<file path="config.mk">
export PLATFORM = sky130hd
export DESIGN_NAME = bounded_array_list_engine
export DESIGN_NICKNAME = d
export VERILOG_FILES = /design/src/design/bale_pkg.sv /design/src/design/bale_cell.sv /design/src/design/bounded_array_list_engine.sv
export VERILOG_INCLUDE_DIRS = /design/src /design/src/design
export SDC_FILE = /design/constraint.sdc
export NUM_CORES = 2
export LEC_CHECK = 0
export BUFFER_PORTS_ARGS = -buffer_cell sky130_fd_sc_hd__buf_2
export CORE_UTILIZATION = 50
export DETAILED_ROUTE_END_ITERATION = 8
export GPL_TIMING_DRIVEN = 1
export PLACE_DENSITY = 0.66
export SLEW_MARGIN = 20
export SYNTH_ARGS = -nofsm -noshare
export SYNTH_HDL_FRONTEND = slang
export SYNTH_SLANG_ARGS = --single-unit
</file>
<file path="constraint.sdc">
create_clock -name clk_i -period 8.3 [get_ports clk_i]
set_clock_uncertainty 0.1 [all_clocks]
set_input_delay 1.245 -clock clk_i [delete_from_list [all_inputs] [get_ports clk_i]]
set_output_delay 1.245 -clock clk_i [all_outputs]
set_load 0.01 [all_outputs]
</file>
<file path="src/design/bounded_array_list_engine_macros.svh">
// ---------------------------------------------------------------------------
// Bounded array list engine: assertion macros
// Shared concurrent assertion helpers, clocked on clk_i and disabled in reset.
// ---------------------------------------------------------------------------
`ifndef BOUNDED_ARRAY_LIST_ENGINE_MACROS_SVH
`define BOUNDED_ARRAY_LIST_ENGINE_MACROS_SVH

`ifndef SYNTHESIS
// Same-cycle implication.
`define BALE_ASSERT_IMPL(lbl, ante, cons, msg) \
  lbl: assert property (@(posedge clk_i) disable iff (!rst_ni) (ante) |-> (cons)) \
    else $error(msg);
// Next-cycle implication.
`define BALE_ASSERT_NEXT(lbl, ante, cons, msg) \
  lbl: assert property (@(posedge clk_i) disable iff (!rst_ni) (ante) |=> (cons)) \
    else $error(msg);
`else
`define BALE_ASSERT_IMPL(lbl, ante, cons, msg)
`define BALE_ASSERT_NEXT(lbl, ante, cons, msg)
`endif

`endif

</file>
<file path="src/design/bale_pkg.sv">
// ---------------------------------------------------------------------------
// Bounded array list engine package
// Sizes, command and status codes, and the cell control type.
// ---------------------------------------------------------------------------
package bale_pkg;

  localparam int unsigned Depth = 16;
  localparam int unsigned IdxW  = $clog2(Depth);
  localparam int unsigned LenW  = $clog2(Depth + 1);
  localparam int unsigned DataW = 32;
  localparam int unsigned CmdW  = 3;
  localparam int unsigned PosW  = 5;

  typedef enum logic [CmdW-1:0] {
    CMD_READ      = 3'd0,
    CMD_WRITE     = 3'd1,
    CMD_INSERT    = 3'd2,
    CMD_REMOVE_AT = 3'd3,
    CMD_FIND      = 3'd4,
    CMD_REMOVE_V  = 3'd5,
    CMD_CLEAR     = 3'd6,
    CMD_DROP      = 3'd7
  } cmd_e;

  typedef enum logic [1:0] {
    ST_OK       = 2'd0,
    ST_BADPOS   = 2'd1,
    ST_FULL     = 2'd2,
    ST_NOTFOUND = 2'd3
  } status_e;

  typedef enum logic [1:0] {
    S_IDLE,
    S_EXEC,
    S_DROP
  } state_e;

  typedef enum logic [1:0] {
    CELL_HOLD,
    CELL_LOAD,
    CELL_PREV,
    CELL_NEXT
  } cell_op_e;

  typedef struct packed {
    cell_op_e             op;
    logic [DataW-1:0]     wdata;
  } cell_ctrl_t;

endpackage

</file>
<file path="src/design/bale_cell.sv">
// ---------------------------------------------------------------------------
// List cell
// Holds one list entry; loads a new value or takes its neighbour's entry.
// ---------------------------------------------------------------------------
module bale_cell (
  input  logic                         clk_i,
  input  bale_pkg::cell_ctrl_t         ctrl_i,
  input  logic [bale_pkg::DataW-1:0]   prev_i,
  input  logic [bale_pkg::DataW-1:0]   next_i,
  input  logic [bale_pkg::DataW-1:0]   key_i,
  output logic [bale_pkg::DataW-1:0]   data_o,
  output logic                         match_o
);
  import bale_pkg::*;

  logic [DataW-1:0] data_q;
  logic [DataW-1:0] data_d;

  always_comb begin
    case (ctrl_i.op)
      CELL_LOAD: data_d = ctrl_i.wdata;
      CELL_PREV: data_d = prev_i;
      CELL_NEXT: data_d = next_i;
      default:   data_d = data_q;
    endcase
  end

  always_ff @(posedge clk_i) begin
    data_q <= data_d;
  end

  assign data_o  = data_q;
  assign match_o = (data_q == key_i);

endmodule

</file>
<file path="src/design/bounded_array_list_engine.sv">
// ---------------------------------------------------------------------------
// Bounded array list engine
// Ordered list of signed 32-bit entries kept in a row of cells, one entry per
// cell in logical order; inserts and removals shift the row by one place.
// ---------------------------------------------------------------------------
// A command is registered and executed in S_EXEC, and its result is registered
// once the output is free; drop_first first shifts the row in S_DROP, one place per dropped entry.
// The input is stalled while a command executes, so a new command is taken only
// once the engine is back in S_IDLE; drop_first also holds it while it drops entries.
// Reset clears the length and the control state; cell contents are undefined.
module bounded_array_list_engine (
  input  logic                         clk_i,
  input  logic                         rst_ni,
  input  logic                         in_valid_i,
  output logic                         in_stall_o,
  input  logic [2:0]                   command_i,
  input  logic [4:0]                   position_i,
  input  logic signed [31:0]           value_i,
  input  logic [4:0]                   drop_count_i,
  output logic                         out_valid_o,
  input  logic                         out_stall_i,
  output logic [1:0]                   status_o,
  output logic signed [31:0]           read_value_o,
  output logic [3:0]                   found_position_o,
  output logic [4:0]                   list_length_o
);
  import bale_pkg::*;

  `include "bounded_array_list_engine_macros.svh"

  state_e            state_q, state_d;
  logic [LenW-1:0]   len_q, len_d;
  logic [LenW-1:0]   cnt_q, cnt_d;
  cmd_e              cmd_q;
  logic [PosW-1:0]   pos_q;
  logic [DataW-1:0]  val_q;
  logic [PosW-1:0]   dcnt_q;

  logic              out_valid_q;
  status_e           res_status_q, res_status;
  logic [DataW-1:0]  res_rdata_q, res_rdata;
  logic [IdxW-1:0]   res_fpos_q, res_fpos;
  logic [LenW-1:0]   res_len_q, res_len;
  logic              res_load;

  logic              in_xfer;
  logic              out_free;

  cell_ctrl_t        cell_ctrl  [Depth];
  logic [DataW-1:0]  cell_data  [Depth];
  logic [DataW-1:0]  cell_prev  [Depth];
  logic [DataW-1:0]  cell_next  [Depth];
  logic [Depth-1:0]  cell_match;

  logic              hit;
  logic [IdxW-1:0]   hit_idx;
  logic              pos_lt_len;
  logic              pos_le_len;

  assign in_xfer  = in_valid_i && !in_stall_o;
  assign out_free = !out_valid_q || !out_stall_i;

  // Row of cells, each wired to its neighbours.
  for (genvar k = 0; k < Depth; k++) begin : g_cell
    if (k == 0) begin : g_first
      assign cell_prev[k] = cell_data[k];
    end else begin : g_mid_prev
      assign cell_prev[k] = cell_data[k-1];
    end
    if (k == Depth - 1) begin : g_last
      assign cell_next[k] = cell_data[k];
    end else begin : g_mid_next
      assign cell_next[k] = cell_data[k+1];
    end

    bale_cell u_cell (
      .clk_i   (clk_i),
      .ctrl_i  (cell_ctrl[k]),
      .prev_i  (cell_prev[k]),
      .next_i  (cell_next[k]),
      .key_i   (val_q),
      .data_o  (cell_data[k]),
      .match_o (cell_match[k])
    );
  end

  // First live cell that holds the search value.
  always_comb begin
    hit     = 1'b0;
    hit_idx = '0;
    for (int k = Depth - 1; k >= 0; k--) begin
      if (cell_match[k] && (k < 32'(len_q))) begin
        hit     = 1'b1;
        hit_idx = IdxW'(k);
      end
    end
  end

  assign pos_lt_len = (32'(pos_q) <  32'(len_q));
  assign pos_le_len = (32'(pos_q) <= 32'(len_q));

  // Next state.
  always_comb begin
    state_d = state_q;
    unique case (state_q)
      S_IDLE: begin
        if (in_xfer) state_d = S_EXEC;
      end
      S_EXEC: begin
        if (cmd_q == CMD_DROP) begin
          state_d = S_DROP;
        end else if (out_free) begin
          state_d = S_IDLE;
        end
      end
      S_DROP: begin
        if ((cnt_q == '0) && out_free) state_d = S_IDLE;
      end
      default: state_d = S_IDLE;
    endcase
  end

  // Cell control, length update and result.
  always_comb begin
    for (int k = 0; k < Depth; k++) begin
      cell_ctrl[k].op    = CELL_HOLD;
      cell_ctrl[k].wdata = val_q;
    end
    len_d      = len_q;
    cnt_d      = cnt_q;
    res_load   = 1'b0;
    res_status = ST_OK;
    res_rdata  = '0;
    res_fpos   = '0;
    res_len    = len_q;

    unique case (state_q)
      S_EXEC: begin
        if (cmd_q == CMD_DROP) begin
          cnt_d = (32'(dcnt_q) > 32'(len_q)) ? len_q : LenW'(dcnt_q);
        end else if (out_free) begin
          res_load = 1'b1;
          case (cmd_q)
            CMD_READ: begin
              if (pos_lt_len) res_rdata = cell_data[pos_q[IdxW-1:0]];
              else            res_status = ST_BADPOS;
            end
            CMD_WRITE: begin
              if (pos_lt_len) cell_ctrl[pos_q[IdxW-1:0]].op = CELL_LOAD;
              else            res_status = ST_BADPOS;
            end
            CMD_INSERT: begin
              if (!pos_le_len) begin
                res_status = ST_BADPOS;
              end else if (32'(len_q) >= Depth) begin
                res_status = ST_FULL;
              end else begin
                for (int k = 0; k < Depth; k++) begin
                  if (k > 32'(pos_q))       cell_ctrl[k].op = CELL_PREV;
                  else if (k == 32'(pos_q)) cell_ctrl[k].op = CELL_LOAD;
                end
                len_d = len_q + LenW'(1);
              end
            end
            CMD_REMOVE_AT: begin
              if (pos_lt_len) begin
                res_rdata = cell_data[pos_q[IdxW-1:0]];
                for (int k = 0; k < Depth - 1; k++) begin
                  if (k >= 32'(pos_q)) cell_ctrl[k].op = CELL_NEXT;
                end
                len_d = len_q - LenW'(1);
              end else begin
                res_status = ST_BADPOS;
              end
            end
            CMD_FIND: begin
              if (hit) res_fpos   = hit_idx;
              else     res_status = ST_NOTFOUND;
            end
            CMD_REMOVE_V: begin
              if (hit) begin
                res_fpos  = hit_idx;
                res_rdata = val_q;
                for (int k = 0; k < Depth - 1; k++) begin
                  if (k >= 32'(hit_idx)) cell_ctrl[k].op = CELL_NEXT;
                end
                len_d = len_q - LenW'(1);
              end else begin
                res_status = ST_NOTFOUND;
              end
            end
            CMD_CLEAR: len_d = '0;
            default: ;
          endcase
          res_len = len_d;
        end
      end
      S_DROP: begin
        // The row moves down one place per cycle until the count runs out.
        if (cnt_q != '0) begin
          for (int k = 0; k < Depth - 1; k++) begin
            cell_ctrl[k].op = CELL_NEXT;
          end
          len_d = len_q - LenW'(1);
          cnt_d = cnt_q - LenW'(1);
        end else if (out_free) begin
          res_load = 1'b1;
        end
      end
      default: ;
    endcase
  end

  always_ff @(posedge clk_i or negedge rst_ni) begin
    if (!rst_ni) begin
      state_q     <= S_IDLE;
      len_q       <= '0;
      cnt_q       <= '0;
      out_valid_q <= 1'b0;
    end else begin
      state_q <= state_d;
      len_q   <= len_d;
      cnt_q   <= cnt_d;
      if (res_load)        out_valid_q <= 1'b1;
      else if (!out_stall_i) out_valid_q <= 1'b0;
    end
  end

  always_ff @(posedge clk_i) begin
    if (in_xfer) begin
      cmd_q  <= cmd_e'(command_i);
      pos_q  <= position_i;
      val_q  <= DataW'(value_i);
      dcnt_q <= drop_count_i;
    end
    if (res_load) begin
      res_status_q <= res_status;
      res_rdata_q  <= res_rdata;
      res_fpos_q   <= res_fpos;
      res_len_q    <= res_len;
    end
  end

  assign in_stall_o       = (state_q != S_IDLE);
  assign out_valid_o      = out_valid_q;
  assign status_o         = 2'(res_status_q);
  assign read_value_o     = 32'(res_rdata_q);
  assign found_position_o = 4'(res_fpos_q);
  assign list_length_o    = 5'(res_len_q);

  `BALE_ASSERT_IMPL(a_len_bound, 1'b1, len_q <= LenW'(Depth), "list length beyond depth")
  `BALE_ASSERT_IMPL(a_err_zero, out_valid_q && (res_status_q != ST_OK), res_rdata_q == '0, "nonzero read value with error status")
  `BALE_ASSERT_NEXT(a_accept_exec, in_xfer, state_q == S_EXEC, "accepted command not executed")
  `BALE_ASSERT_NEXT(a_drop_step, (state_q == S_DROP) && (cnt_q != '0), len_q == $past(len_q) - LenW'(1), "drop step did not shorten list")

endmodule

</file>
==> results.py <==
metrics = {
    "timing": {
        "min_period_ps": 6810,
        "fmax_mhz": 147,
        "fin_crit_sh": 0.820,
        "grt_setup_unrepaired": "no",
        "setup_tns_ps": 0,
        "setup_viol": 0,
        "worst_slew_pin_slew_ps": 1170,
        "relSlewSlack": 0.219,
        "finalMaxSlewViolations": 0,
        "finalHoldViolCount": 0,
    },
    "finish": {
        "seqCellArea_sq_um": 18300,
        "multi_input_area_sq_um": 25600,
        "final_common_cell": "edfxtp_1",
        "final_area_sq_um": 49400,
        "nFillCells": 7851,
        "stdcell_count": 5433,
        "fin_util": 0.547,
        "drive_above_1_share": 0.196,
        "fin_nets": 4267,
        "final_cell_mix": "edfxtp_1 (600), nand2_1 (349), nor2_1 (288), xor2_1 (263), mux2_2 (258)",
        "syn_to_final_growth_pct": 8.08,
    },
    "yosys": {
        "netlist-cell-type-count": 86,
        "synth_edf_count": 600,
        "netlist_instances": 4326,
        "ys_seq_area_frac": 0.402,
        "yosysWarnings": 0,
        "yosysTopAreaCellShare": 0.395,
        "async_flop_share": 0.0212,
        "synthFlopType": "edfxtp_1",
        "synth_area_sq_um": 45700,
        "synth_nets": 4393,
        "yosysTopAreaCell": "edfxtp_1",
        "ys_ff_latch": 613,
        "synth.area.top_cells": "edfxtp_1 (39%), mux4_2 (7.9%), mux2_2 (6.4%), mux2i_1 (5.2%), xor2_1 (5.0%)",
        "synth.avg_cell_area_sq_um": 10.6,
    },
    "placed_design": {
        "dp_cells": 5302,
        "place_congestion": 1.07,
        "dp_hpwl_um": 137000,
        "place_area_sq_um": 47100,
        "port_buffers": 93,
    },
    "detailed_routing": {
        "vias_per_cell": 7.11,
        "finalWirelength_um": 188000,
        "drt_iter0_drc": 6160,
        "wl_per_cell_um": 34.6,
        "drc_errors": 0,
        "first_pass_iters": 7,
        "dr_total_vias": 38600,
        "drtAntennaViolNets": 0,
    },
    "clock_network": {
        "cts_buffers": 72,
        "root_buffer": "clkbuf_16",
        "cts_setup_buffers": 0,
        "tritoncts": "built",
        "clock-sinks": 613,
        "cts_max_level": 3,
        "insertion_delay_ps": 660,
        "cts_max_path_buffers": 3,
        "cts_hold_buffers": 0,
        "clkTransAtPathRegs_ps": 60,
        "cts-resized-gates": 0,
    },
    "setup_path": {
        "timing.reg2reg.setup_slack_ps": 1490,
        "arrival_ps": 7090,
        "timing.rr.start": "len_q[1]$_DFFE_PN0P_",
        "cp-start-kind": "flip-flop",
        "cp.required_ps": 8580,
        "r2r_cells": 14,
        "r2r_end": "g_cell[12].u_cell.data_o[19]$_DFFE_PP_",
        "path_class": "flip-flop to flip-flop",
        "cp_max_fo": 44,
        "crit_path_end_kind": "flip-flop",
    },
    "grt": {
        "grt_use_total": 0.399,
        "first_global_vias": 35700,
        "overflow": 0,
        "grt_max_degree": 101,
        "grt_pass1_wl_um": 266000,
        "antenna_found_initial": 11,
    },
    "power_and_ir_drop": {
        "finalPower_mw": 12.7,
        "power_density_nw_per_um2": 257,
        "leakage_nw": 17.6,
        "vdd_ir_drop_max_v": 0.000168,
    },
    "floorplan": {
        "ios": 94,
        "start_util": 0.506,
        "rows": 110,
        "dieWidth_um": 304,
        "coreArea_sq_um": 90300,
        "die_h_um": 304,
        "dieArea_sq_um": 92500,
    },
    "run_status": {
        "status": "finished clean",
    },
    "hold_path": {
        "hp-class": "primary input to asynchronous set/reset pin",
    },
    "flow_run": {
        "maxCapViolations": 0,
    },
}
[worst max path at each step]
stage / from / to / cells past startpoint
floorplan: len_q[1]$_DFFE_PN0P_ / g_cell[10].u_cell.data_o[0]$_DFFE_PP_ / 14
global placement: len_q[1]$_DFFE_PN0P_ / g_cell[12].u_cell.data_o[1]$_DFFE_PP_ / 14
detailed placement: len_q[1]$_DFFE_PN0P_ / g_cell[12].u_cell.data_o[11]$_DFFE_PP_ / 14
CTS: len_q[1]$_DFFE_PN0P_ / g_cell[12].u_cell.data_o[19]$_DFFE_PP_ / 14
global route: len_q[1]$_DFFE_PN0P_ / g_cell[12].u_cell.data_o[11]$_DFFE_PP_ / 14
finish: len_q[1]$_DFFE_PN0P_ / g_cell[12].u_cell.data_o[19]$_DFFE_PP_ / 14
[power breakdown]
part,switching (mW),total [mW],internal [mW],leakage [nW]
clock network,1.40,3.16,1.76,1.08
registers,0.482,4.39,3.91,5.61
logic,3.31,5.11,1.80,10.9
[kinds of logic after synthesis]
logic type / share of synthesized area
xor+xnor: 0.0994
buf+inv: 0.0462
mux: 0.200
fa+ha+maj: 0.00493
compound gates: 0.113
simple gates: 0.135
flops: 0.402
[routing by layer]
| metal | up-vias | GRT usage | part of all wire |
|---|---|---|---|
| met5 | - | 0 | 0.00049 |
| met4 | 14 | 0.264 | 0.080 |
| met3 | 575 | 0.115 | 0.13 |
| met2 | 3049 | 0.566 | 0.42 |
| met1 | 18900 | 0.528 | 0.37 |
| li1 | 16100 | - | - |
[sequential cells by signal (all words and copies together), names as in the netlist, 3 cells and up]
register and count:
pos_q 5, dcnt_q 5, cnt_q 5, read_value_o 32, list_length_o 5, val_q 32, len_q 5, g_cell.u_cell.data_o 512
found_position_o 4, cmd_q 3
[cell type report]
type,count,share of cell area
timing repair buffer,210,0.0301
clock inverter,38,0.00608
tap,1176,0.0298
multi-input combinational,3242,0.519
sequential,613,0.372
inverter,61,0.00464
clock buffer,90,0.0387
antenna,3,0.000152
[per-stage QoR]
stage          setup slack, ps  hold slack (ps)
2_1_floorplan             2260              365
3_3_place_gp              2000              399
3_5_place_dp              1870              401
4_1_cts                   1830              400
5_1_grt                   1520              430
6_report                  1490              410
[critical path: stages, from the launching register on]
cell and delay (ps):
dfrtp_1 950, inv_1 380, ha_1 300, inv_1 310
a21o_1 210, nand3_1 90, nor3_1 680, nor2_1 380
and4_1 410, a21oi_1 780, nand2b_2 980, buf_4 410
o311a_1 200, nand2_1 50, mux2_2 270
[cell usage after synthesis, drive strengths merged (7+ instances only)]
master and instances:
and3 77, o22a 35, dfrtp 13, o22ai 10
a21o 9, o311a 33, nor4b 14, mux4 160
or2 9, o221a 34, nor2 293, o21ai 168
or3 14, mux2 278, ha 18, xnor2 255
o211ai 7, a21oi 216, a21boi 10, a31oi 113
nand4b 7, a211oi 13, o31ai 39, edfxtp 600
nand2 354, buf 202, nor4 124, a32oi 32
o21a 15, clkbuf 208, nand2b 43, xor2 263
nand4 114, nor2b 23, or4 10, nor3 69
nand3 78, inv 60, mux2i 239, and2 9
Note: power is estimated with default switching activity, not from simulation.
